<file path="src/st_pkg.sv">
`timescale 1ns / 1ps
`default_nettype none

package st_pkg;

  localparam int unsigned POS_BITS        = 16;
  localparam int unsigned KW_MAX_LEN      = 7;
  localparam int unsigned IDX_BITS        = $clog2(KW_MAX_LEN);
  localparam int unsigned WLEN_BITS       = $clog2(KW_MAX_LEN + 2);
  localparam int unsigned MAX_RES         = 3;

  localparam logic [4:0] K_LBRACE  = 5'd0;
  localparam logic [4:0] K_RBRACE  = 5'd1;
  localparam logic [4:0] K_LPAREN  = 5'd2;
  localparam logic [4:0] K_RPAREN  = 5'd3;
  localparam logic [4:0] K_SEMI    = 5'd4;
  localparam logic [4:0] K_ASSIGN  = 5'd5;
  localparam logic [4:0] K_ARROW   = 5'd6;
  localparam logic [4:0] K_STRING  = 5'd7;
  localparam logic [4:0] K_BUILTIN = 5'd8;
  localparam logic [4:0] K_PROC    = 5'd9;
  localparam logic [4:0] K_STR     = 5'd10;
  localparam logic [4:0] K_INT     = 5'd11;
  localparam logic [4:0] K_VOID    = 5'd12;
  localparam logic [4:0] K_IDENT   = 5'd13;
  localparam logic [4:0] K_NUMBER  = 5'd14;
  localparam logic [4:0] K_END     = 5'd15;
  localparam logic [4:0] K_ERROR   = 5'd16;

  localparam logic [1:0] ERR_NONE     = 2'd0;
  localparam logic [1:0] ERR_CHAR     = 2'd1;
  localparam logic [1:0] ERR_DASH     = 2'd2;
  localparam logic [1:0] ERR_UNTERM   = 2'd3;

  localparam logic [7:0] CH_SPACE  = 8'h20;
  localparam logic [7:0] CH_TAB    = 8'h09;
  localparam logic [7:0] CH_LF     = 8'h0A;
  localparam logic [7:0] CH_CR     = 8'h0D;
  localparam logic [7:0] CH_LBRACE = 8'h7B;
  localparam logic [7:0] CH_RBRACE = 8'h7D;
  localparam logic [7:0] CH_LPAREN = 8'h28;
  localparam logic [7:0] CH_RPAREN = 8'h29;
  localparam logic [7:0] CH_SEMI   = 8'h3B;
  localparam logic [7:0] CH_EQ     = 8'h3D;
  localparam logic [7:0] CH_DASH   = 8'h2D;
  localparam logic [7:0] CH_GT     = 8'h3E;
  localparam logic [7:0] CH_QUOTE  = 8'h22;
  localparam logic [7:0] CH_HASH   = 8'h23;
  localparam logic [7:0] CH_ZERO   = 8'h30;

  typedef enum logic [6:0] {
    M_IDLE    = 7'b0000001,
    M_DASH    = 7'b0000010,
    M_STRING  = 7'b0000100,
    M_COMMENT = 7'b0001000,
    M_WORD    = 7'b0010000,
    M_NUMBER  = 7'b0100000,
    M_DEAD    = 7'b1000000
  } mode_t;

  typedef logic [7:0] prefix_t [KW_MAX_LEN];

  typedef struct packed {
    logic [4:0]  kind;
    logic [1:0]  err;
    logic [15:0] span_start;
    logic [15:0] span_end;
    logic [31:0] value;
    logic        last;
  } res_t;

  function automatic res_t mk_res(logic [4:0] kind, logic [1:0] err,
                                  logic [POS_BITS-1:0] s, logic [POS_BITS-1:0] e,
                                  logic [31:0] value);
    res_t r;
    r.kind       = kind;
    r.err        = err;
    r.span_start = 16'(s);
    r.span_end   = 16'(e);
    r.value      = value;
    r.last       = 1'b0;
    return r;
  endfunction

  function automatic logic is_alpha(logic [7:0] b);
    return (b >= 8'h61 && b <= 8'h7A) || (b >= 8'h41 && b <= 8'h5A);
  endfunction

  function automatic logic is_digit(logic [7:0] b);
    return b >= 8'h30 && b <= 8'h39;
  endfunction

  // txt holds the keyword right-aligned, first character in the highest used byte
  function automatic logic kw_eq(prefix_t p, logic [WLEN_BITS-1:0] len,
                                 logic [63:0] txt, int unsigned tl);
    logic m;
    m = (len == WLEN_BITS'(tl));
    for (int unsigned i = 0; i < KW_MAX_LEN; i++) begin
      if (i < tl) m = m & (p[i] == txt[(tl-1-i)*8 +: 8]);
    end
    return m;
  endfunction

  function automatic logic [4:0] kw_kind(prefix_t p, logic [WLEN_BITS-1:0] len);
    logic [4:0] k;
    priority if (kw_eq(p, len, 64'("builtin"), 7)) k = K_BUILTIN;
    else if (kw_eq(p, len, 64'("proc"), 4))        k = K_PROC;
    else if (kw_eq(p, len, 64'("str"), 3))         k = K_STR;
    else if (kw_eq(p, len, 64'("int"), 3))         k = K_INT;
    else if (kw_eq(p, len, 64'("void"), 4))        k = K_VOID;
    else                                           k = K_IDENT;
    return k;
  endfunction

endpackage

`default_nettype wire

</file>
<file path="src/source_tokenizer.sv">
`timescale 1ns / 1ps
`default_nettype none

// Channel  Signals                              Direction  Moves
// src      src_valid/src_ready, byte_in, is_last  in       one source byte per transfer
// tok      tok_valid/tok_ready, kind .. last_of_run out    one token per transfer
//
// A byte is lexed in the cycle it is taken; its zero to three tokens land in a
// three-entry result buffer that drains one token per cycle while tok_ready is high.
// One byte per cycle while each byte yields at most one token and tok_ready is high;
// a byte with n > 1 tokens holds the source side until one token is left to drain.
// Synchronous reset clears the mode, position and buffer count.
// src is ready when the buffer is empty, or holds one token that transfers in the same
// cycle; a stalled tok side with any token waiting holds src.

module source_tokenizer (
  input  wire logic        clk,
  input  wire logic        rst,
  input  wire logic        src_valid,
  output logic             src_ready,
  input  wire logic [7:0]  byte_in,
  input  wire logic        is_last,
  output logic             tok_valid,
  input  wire logic        tok_ready,
  output logic [4:0]       kind,
  output logic [1:0]       error_code,
  output logic [15:0]      span_start,
  output logic [15:0]      span_end,
  output logic signed [31:0] int_value,
  output logic             last_of_run
);
  import st_pkg::*;

  mode_t                  mode, mode_next;
  logic [POS_BITS-1:0]    pos, pos_next, pos_inc;
  logic [POS_BITS-1:0]    tstart, tstart_next;
  prefix_t                prefix, prefix_next;
  logic [WLEN_BITS-1:0]   wlen, wlen_next;
  logic [31:0]            acc, acc_next;
  res_t                   slot [MAX_RES];
  res_t                   res_next [MAX_RES];
  logic [1:0]             cnt;
  logic [1:0]             n_next;
  logic                   fresh;
  logic                   accept, take;

  assign tok_valid = (cnt != 2'd0);
  assign src_ready = (cnt == 2'd0) || (cnt == 2'd1 && tok_ready);
  assign accept    = src_valid && src_ready;
  assign take      = tok_valid && tok_ready;
  assign pos_inc   = pos + POS_BITS'(1);

  assign kind        = slot[0].kind;
  assign error_code  = slot[0].err;
  assign span_start  = slot[0].span_start;
  assign span_end    = slot[0].span_end;
  assign int_value   = $signed(slot[0].value);
  assign last_of_run = slot[0].last;

  always_comb begin
    mode_next   = mode;
    pos_next    = pos_inc;
    tstart_next = tstart;
    prefix_next = prefix;
    wlen_next   = wlen;
    acc_next    = acc;
    n_next      = 2'd0;
    fresh       = 1'b0;
    for (int i = 0; i < MAX_RES; i++) res_next[i] = '0;

    unique case (mode)
      M_DASH: begin
        if (byte_in == CH_GT) begin
          res_next[n_next] = mk_res(K_ARROW, ERR_NONE, tstart, pos_inc, '0);
          n_next = n_next + 2'd1;
          mode_next = M_IDLE;
        end else begin
          res_next[n_next] = mk_res(K_ERROR, ERR_DASH, tstart, pos_inc, '0);
          n_next = n_next + 2'd1;
          mode_next = M_DEAD;
        end
      end
      M_STRING: begin
        if (byte_in == CH_QUOTE) begin
          res_next[n_next] = mk_res(K_STRING, ERR_NONE, tstart, pos_inc, '0);
          n_next = n_next + 2'd1;
          mode_next = M_IDLE;
        end else if (byte_in == CH_LF) begin
          res_next[n_next] = mk_res(K_ERROR, ERR_UNTERM, tstart, pos, '0);
          n_next = n_next + 2'd1;
          mode_next = M_DEAD;
        end
      end
      M_COMMENT: begin
        if (byte_in == CH_CR) mode_next = M_IDLE;
      end
      M_WORD: begin
        if (is_alpha(byte_in)) begin
          if (wlen < WLEN_BITS'(KW_MAX_LEN)) prefix_next[wlen[IDX_BITS-1:0]] = byte_in;
          if (wlen <= WLEN_BITS'(KW_MAX_LEN)) wlen_next = wlen + WLEN_BITS'(1);
        end else begin
          res_next[n_next] = mk_res(kw_kind(prefix, wlen), ERR_NONE, tstart, pos, '0);
          n_next = n_next + 2'd1;
          mode_next = M_IDLE;
          fresh = 1'b1;
        end
      end
      M_NUMBER: begin
        if (is_digit(byte_in)) begin
          acc_next = {acc[28:0], 3'b000} + {acc[30:0], 1'b0} + 32'(byte_in - CH_ZERO);
        end else begin
          res_next[n_next] = mk_res(K_NUMBER, ERR_NONE, tstart, pos, acc);
          n_next = n_next + 2'd1;
          mode_next = M_IDLE;
          fresh = 1'b1;
        end
      end
      M_DEAD: begin
      end
      M_IDLE: begin
        fresh = 1'b1;
      end
      default: begin
        mode_next = M_IDLE;
        fresh = 1'b1;
      end
    endcase

    if (fresh) begin
      tstart_next = pos;
      priority if (byte_in == CH_SPACE || byte_in == CH_LF ||
                   byte_in == CH_CR || byte_in == CH_TAB) begin
      end else if (byte_in == CH_LBRACE || byte_in == CH_RBRACE ||
                   byte_in == CH_LPAREN || byte_in == CH_RPAREN ||
                   byte_in == CH_SEMI || byte_in == CH_EQ) begin
        unique case (byte_in)
          CH_LBRACE: res_next[n_next] = mk_res(K_LBRACE, ERR_NONE, pos, pos_inc, '0);
          CH_RBRACE: res_next[n_next] = mk_res(K_RBRACE, ERR_NONE, pos, pos_inc, '0);
          CH_LPAREN: res_next[n_next] = mk_res(K_LPAREN, ERR_NONE, pos, pos_inc, '0);
          CH_RPAREN: res_next[n_next] = mk_res(K_RPAREN, ERR_NONE, pos, pos_inc, '0);
          CH_SEMI:   res_next[n_next] = mk_res(K_SEMI, ERR_NONE, pos, pos_inc, '0);
          default:   res_next[n_next] = mk_res(K_ASSIGN, ERR_NONE, pos, pos_inc, '0);
        endcase
        n_next = n_next + 2'd1;
      end else if (byte_in == CH_DASH) begin
        mode_next = M_DASH;
      end else if (byte_in == CH_QUOTE) begin
        mode_next = M_STRING;
      end else if (byte_in == CH_HASH) begin
        mode_next = M_COMMENT;
      end else if (is_alpha(byte_in)) begin
        prefix_next[0] = byte_in;
        wlen_next = WLEN_BITS'(1);
        mode_next = M_WORD;
      end else if (is_digit(byte_in)) begin
        acc_next = 32'(byte_in - CH_ZERO);
        mode_next = M_NUMBER;
      end else begin
        res_next[n_next] = mk_res(K_ERROR, ERR_CHAR, pos, pos_inc, '0);
        n_next = n_next + 2'd1;
      end
    end

    if (is_last) begin
      unique case (mode_next)
        M_WORD: begin
          res_next[n_next] = mk_res(kw_kind(prefix_next, wlen_next), ERR_NONE,
                                    tstart_next, pos_inc, '0);
          n_next = n_next + 2'd1;
        end
        M_NUMBER: begin
          res_next[n_next] = mk_res(K_NUMBER, ERR_NONE, tstart_next, pos_inc, acc_next);
          n_next = n_next + 2'd1;
        end
        M_STRING: begin
          res_next[n_next] = mk_res(K_ERROR, ERR_UNTERM, tstart_next, pos_inc, '0);
          n_next = n_next + 2'd1;
        end
        M_DASH: begin
          res_next[n_next] = mk_res(K_ERROR, ERR_DASH, tstart_next, pos_inc, '0);
          n_next = n_next + 2'd1;
        end
        default: begin
        end
      endcase
      res_next[n_next] = mk_res(K_END, ERR_NONE, pos_inc, pos_inc, '0);
      n_next = n_next + 2'd1;
      mode_next   = M_IDLE;
      pos_next    = '0;
      tstart_next = '0;
      wlen_next   = '0;
      acc_next    = '0;
    end

    if (n_next != 2'd0) res_next[n_next - 2'd1].last = 1'b1;
  end

  always_ff @(posedge clk) begin
    if (rst) begin
      mode   <= M_IDLE;
      pos    <= '0;
      tstart <= '0;
      wlen   <= '0;
      acc    <= '0;
      cnt    <= 2'd0;
    end else if (accept) begin
      mode   <= mode_next;
      pos    <= pos_next;
      tstart <= tstart_next;
      wlen   <= wlen_next;
      acc    <= acc_next;
      cnt    <= n_next;
    end else if (take) begin
      cnt <= cnt - 2'd1;
    end
  end

  always_ff @(posedge clk) begin
    if (accept) begin
      prefix <= prefix_next;
      for (int i = 0; i < MAX_RES; i++) slot[i] <= res_next[i];
    end else if (take) begin
      for (int i = 0; i < MAX_RES - 1; i++) slot[i] <= slot[i+1];
    end
  end

endmodule

`default_nettype wire

</file>
<file path="config.mk">
export PLATFORM = sky130hd
export DESIGN_NAME = source_tokenizer
export DESIGN_NICKNAME = d
export VERILOG_FILES = /design/src/st_pkg.sv /design/src/source_tokenizer.sv
export SDC_FILE = /design/constraint.sdc
export NUM_CORES = 1
export LEC_CHECK = 0
export BUFFER_PORTS_ARGS = -buffer_cell sky130_fd_sc_hd__buf_2
export CAP_MARGIN = 5
export CORE_ASPECT_RATIO = 0.9
export CORE_UTILIZATION = 38
export CTS_CLUSTER_SIZE = 16
export DETAILED_ROUTE_END_ITERATION = 10
export PLACE_DENSITY = 0.57
export SYNTH_ARGS = -nofsm -noshare
export SYNTH_HDL_FRONTEND = slang
export SYNTH_SLANG_ARGS = --single-unit
</file>
<file path="constraint.sdc">
create_clock -name clk -period 7.9 [get_ports clk]
set_input_delay 1.185 -clock clk [delete_from_list [all_inputs] [get_ports clk]]
set_output_delay 1.185 -clock clk [all_outputs]
set_load 0.1 [all_outputs]
</file>
==> run_results.csv <==
group,metric,value,unit
sta,finalHoldViolCount,0,
synth,async_reset_ff_share,0,%
critical_path,cp.buffers_inverters,6,
grt,grt_max_degree,108,
power_and_ir_drop,ir_worst_vdd,0.2262,mV
synth,synth.largest_area_cell,"edfxtp_1",
sta,fin_tns_setup,0,ps
sta,timing.final.ws_setup,939.1,ps
die,io_pins,87,
critical_path,end_kind,"flop",
power_and_ir_drop,power_frac_clock,25.8,%
clock_network,clk_path_buf_depth,3,
clock_network,cts_resized,0,
synth,synth_cells,2333,
cells_and_area,mostFrequentLayoutCells,"288 x nor2_1, 271 x edfxtp_1, 244 x nand2_1",
synth,synth.avg_cell_area,9.436,µm²
synth,synth_warnings,0,
cells_and_area,drive_above_1_share,13.84,%
die,core_area,0.05712,mm²
synth,synth_area_leaders,"edfxtp_1 37%, dfxtp_1 7.0%, nor2_1 5.0%",
power_and_ir_drop,intPower,4.316,mW
power_and_ir_drop,p_leak,8.806,nW
worst_hold_path,hp-class,"flop to flop",
clock_network,htreeDepth,2,
power_and_ir_drop,seq_power_share,38.0,%
clock_network,clk_latency,600,ps
clock_network,tritoncts,"built",
clock_network,cts.reportedPaths.clkPinSlew,60,ps
cells_and_area,final.fill_count,5603,
place,place_area,0.02265,mm²
critical_path,cp.required,8250,ps
grt,antenna_found_initial,2,
detailed_routing,drc,0,
critical_path,crit_path_frequent_cell,"ha_1",
cells_and_area,mostFrequentLayoutCell,"nor2_1",
sta,worst_pin_slew,1167,ps
grt,globalRouteOverflowTotal,0,
cells_and_area,fin_area,0.02405,mm²
run_status,outcome,"complete, no violations",
synth,synth-edff-count,271,
power_and_ir_drop,pwr-share-comb,36.1,%
sta,min_period,6961,ps
critical_path,path_class,"primary input to flop",
sta,fin_crit_sh,88.11,%
cells_and_area,final_nets,2376,
clock_network,clockRootBuffer,"clkbuf_16",
sta,max_slew_margin,21.94,%
critical_path,max_stage_delay,730,ps
sta,fmax,0.1437,GHz
clock_network,cts_setup_buffers,0,
grt,track_usage,24.28,%
grt,grt_pass1_wl,111400,µm
die,initial_core_util,38.54,%
synth,synth.distinct_cells,110,
detailed_routing,vias,18734,
run,max-cap-violations,0,
die,die_h,230.3,µm
clock_network,ctsHoldBuffers,0,
detailed_routing,post_drt_wl_per_cell,23.50,µm
synth,synthFlopType,"edfxtp_1",
power_and_ir_drop,swShare,43.70,%
place,place.gp.congestion,0.9216,
detailed_routing,ant_nets,0,
detailed_routing,dr.pass1.iters,6,
detailed_routing,drtIter0Drc,2389,
sta,rsz0062_at_grt,"false",
sta,finalClockSkew,22.42,ps
critical_path,startpoint_type,"primary input",
detailed_routing,viasPerCell,6.071,
synth,ys_seq_area_share,43.97,%
die,die_w,255.7,µm
critical_path,crit_fanout,17,
synth,synth-seq-cells,348,
critical_path,cp.arrival,7310,ps
critical_path,slowest_stage,"o41ai_2",
detailed_routing,finalWirelength,72540,µm
cells_and_area,area_delta_synth_final,9.270,%
clock_network,numCtsBuffers,42,
synth,synthDominantCellAreaShare,36.97,%
die,num_rows,83,
critical_path,crit_chain,"buf_2 > inv_1 > ha_1 > or3b_2 > nor4b_1 > buf_4 > o21ai_0 > a21oi_1 > nor2_2 > inv_2 > ha_1 > nor4_1 > a31oi_1 > and3_1 > inv_1 > ha_1 > mux2i_1 > ha_1 > o41ai_2 > buf_4 > and3_1 > o21ai_0 > a31o_2",
place,port_buffers,86,
synth,netlist_area,0.02201,mm²
sta,maxSlewViolCount,0,
clock_network,clock-sinks,348,
power_and_ir_drop,switchingPower,3.350,mW
power_and_ir_drop,power_density,318.7,mW/mm²
sta,setup_viol,0,
critical_path,path_delay_family,"simple AND/OR/NAND/NOR gates",
die,dieArea,0.05890,mm²
place,hpwl,49520,µm
place,pre_cts_slack,485.5,ps
grt,first_global_vias,17702,
synth,syn_nets,2423,
[routing by layer]
metal | up-vias | share of wire (%) | track usage, %
li1 | 8536 | - | -
met1 | 9242 | 46 | 36.20
met2 | 858 | 43 | 36.13
met3 | 96 | 8.2 | 3.832
met4 | 2 | 2.2 | 6.755
met5 | - | 0.018 | 0
[per-stage QoR]
| stage | power [mW] | util (%) | hold WS (ps) | instances |
|---|---|---|---|---|
| after global placement | 5.697 | 39.65 | 485.8 | 3007 |
| after floorplan | 5.318 | - | 469.4 | 2333 |
| after CTS | 7.716 | 42.11 | 509.1 | 3085 |
| final | 7.666 | 42.11 | 506.5 | 3086 |
| after detailed placement | 5.725 | 39.65 | 493.2 | 3007 |
| after global routing | 7.974 | 42.11 | 541.1 | 3086 |
[cell usage after synthesis, drive strengths merged, types with 11 or more instances]
master and n:
fa 29, o21a 14, dfxtp 77, mux2 37, clkbuf 115, and3 25, a21boi 14, and2 19
a22oi 83, o21ai 183, nor2b 25, o211ai 16, o22ai 13, o41ai 11, o31ai 18, nand3 52
xnor2 30, a22o 13, nor4 18, a221oi 40, buf 115, nand2 248, inv 60, a21o 25
a2bb2oi 16, edfxtp 271, mux2i 16, a31oi 23, or3 21, a222oi 15, nor3 42, nor4b 12
a21oi 117, xor2 15, nor2 294, a211oi 13, nand4 11, ha 48
[cells by family (layout without fill, tap and decap cells)]
group | count (synthesis) | count (layout) | share of synthesized area [%]
other | 0 | 1 | 0
AOI/OAI and AO/OA | 690 | 690 | 21.84
xor gates and xnor gates | 45 | 45 | 1.790
buffers and inverters | 292 | 279 | 6.519
and+or+nand+nor | 828 | 828 | 17.90
DFF | 348 | 348 | 43.97
muxes | 53 | 53 | 2.620
adders and majority gates | 77 | 77 | 5.365
[cell type report]
class	instances	area (µm²)	share of cell area, %
Inverter	62	242.7	1.009
Sequential cell	348	9679	40.24
Timing Repair Buffer	139	840.8	3.495
Multi-Input combinational cell	1693	10930	45.43
Clock inverter	23	244.0	1.014
Tap cell	765	957.2	3.979
Clock buffer	55	1160	4.822
Antenna cell	1	2.502	0.01040
[final timing paths]
kind / end / cells past startpoint / slack, ps / start
hold / removal: cnt[1] / 2 / 510 / cnt[1]
setup reg to reg: slot[0][45] / 16 / 1620 / mode[3]
hold reg to reg: cnt[1] / 2 / 510 / cnt[1]
setup / recovery: slot[0][45] / 23 / 940 / byte_in[4]
[power by group through the flow]
stage | Clock, mW | Combinational, mW | Sequential [mW]
3_5_place_dp | 0 | 2.78 | 2.95
2_1_floorplan | 0 | 2.38 | 2.94
6_report | 1.98 | 2.77 | 2.91
4_1_cts | 2.02 | 2.78 | 2.92
5_1_grt | 2.09 | 2.92 | 2.97
3_3_place_gp | 0 | 2.76 | 2.93
[sequential cells by signal, indices dropped and copies added (netlist names)]
signal / cells
acc: 32
cnt: 2
mode: 7
pos: 16
prefix: 56
slot: 215
tstart: 16
wlen: 4
[worst min-delay path, cell delays in order (launching register included)]
cell and delay [ps]:
dfxtp_1 300, inv_1 80, a211oi_1 70
(Power assumes the default switching activity.)
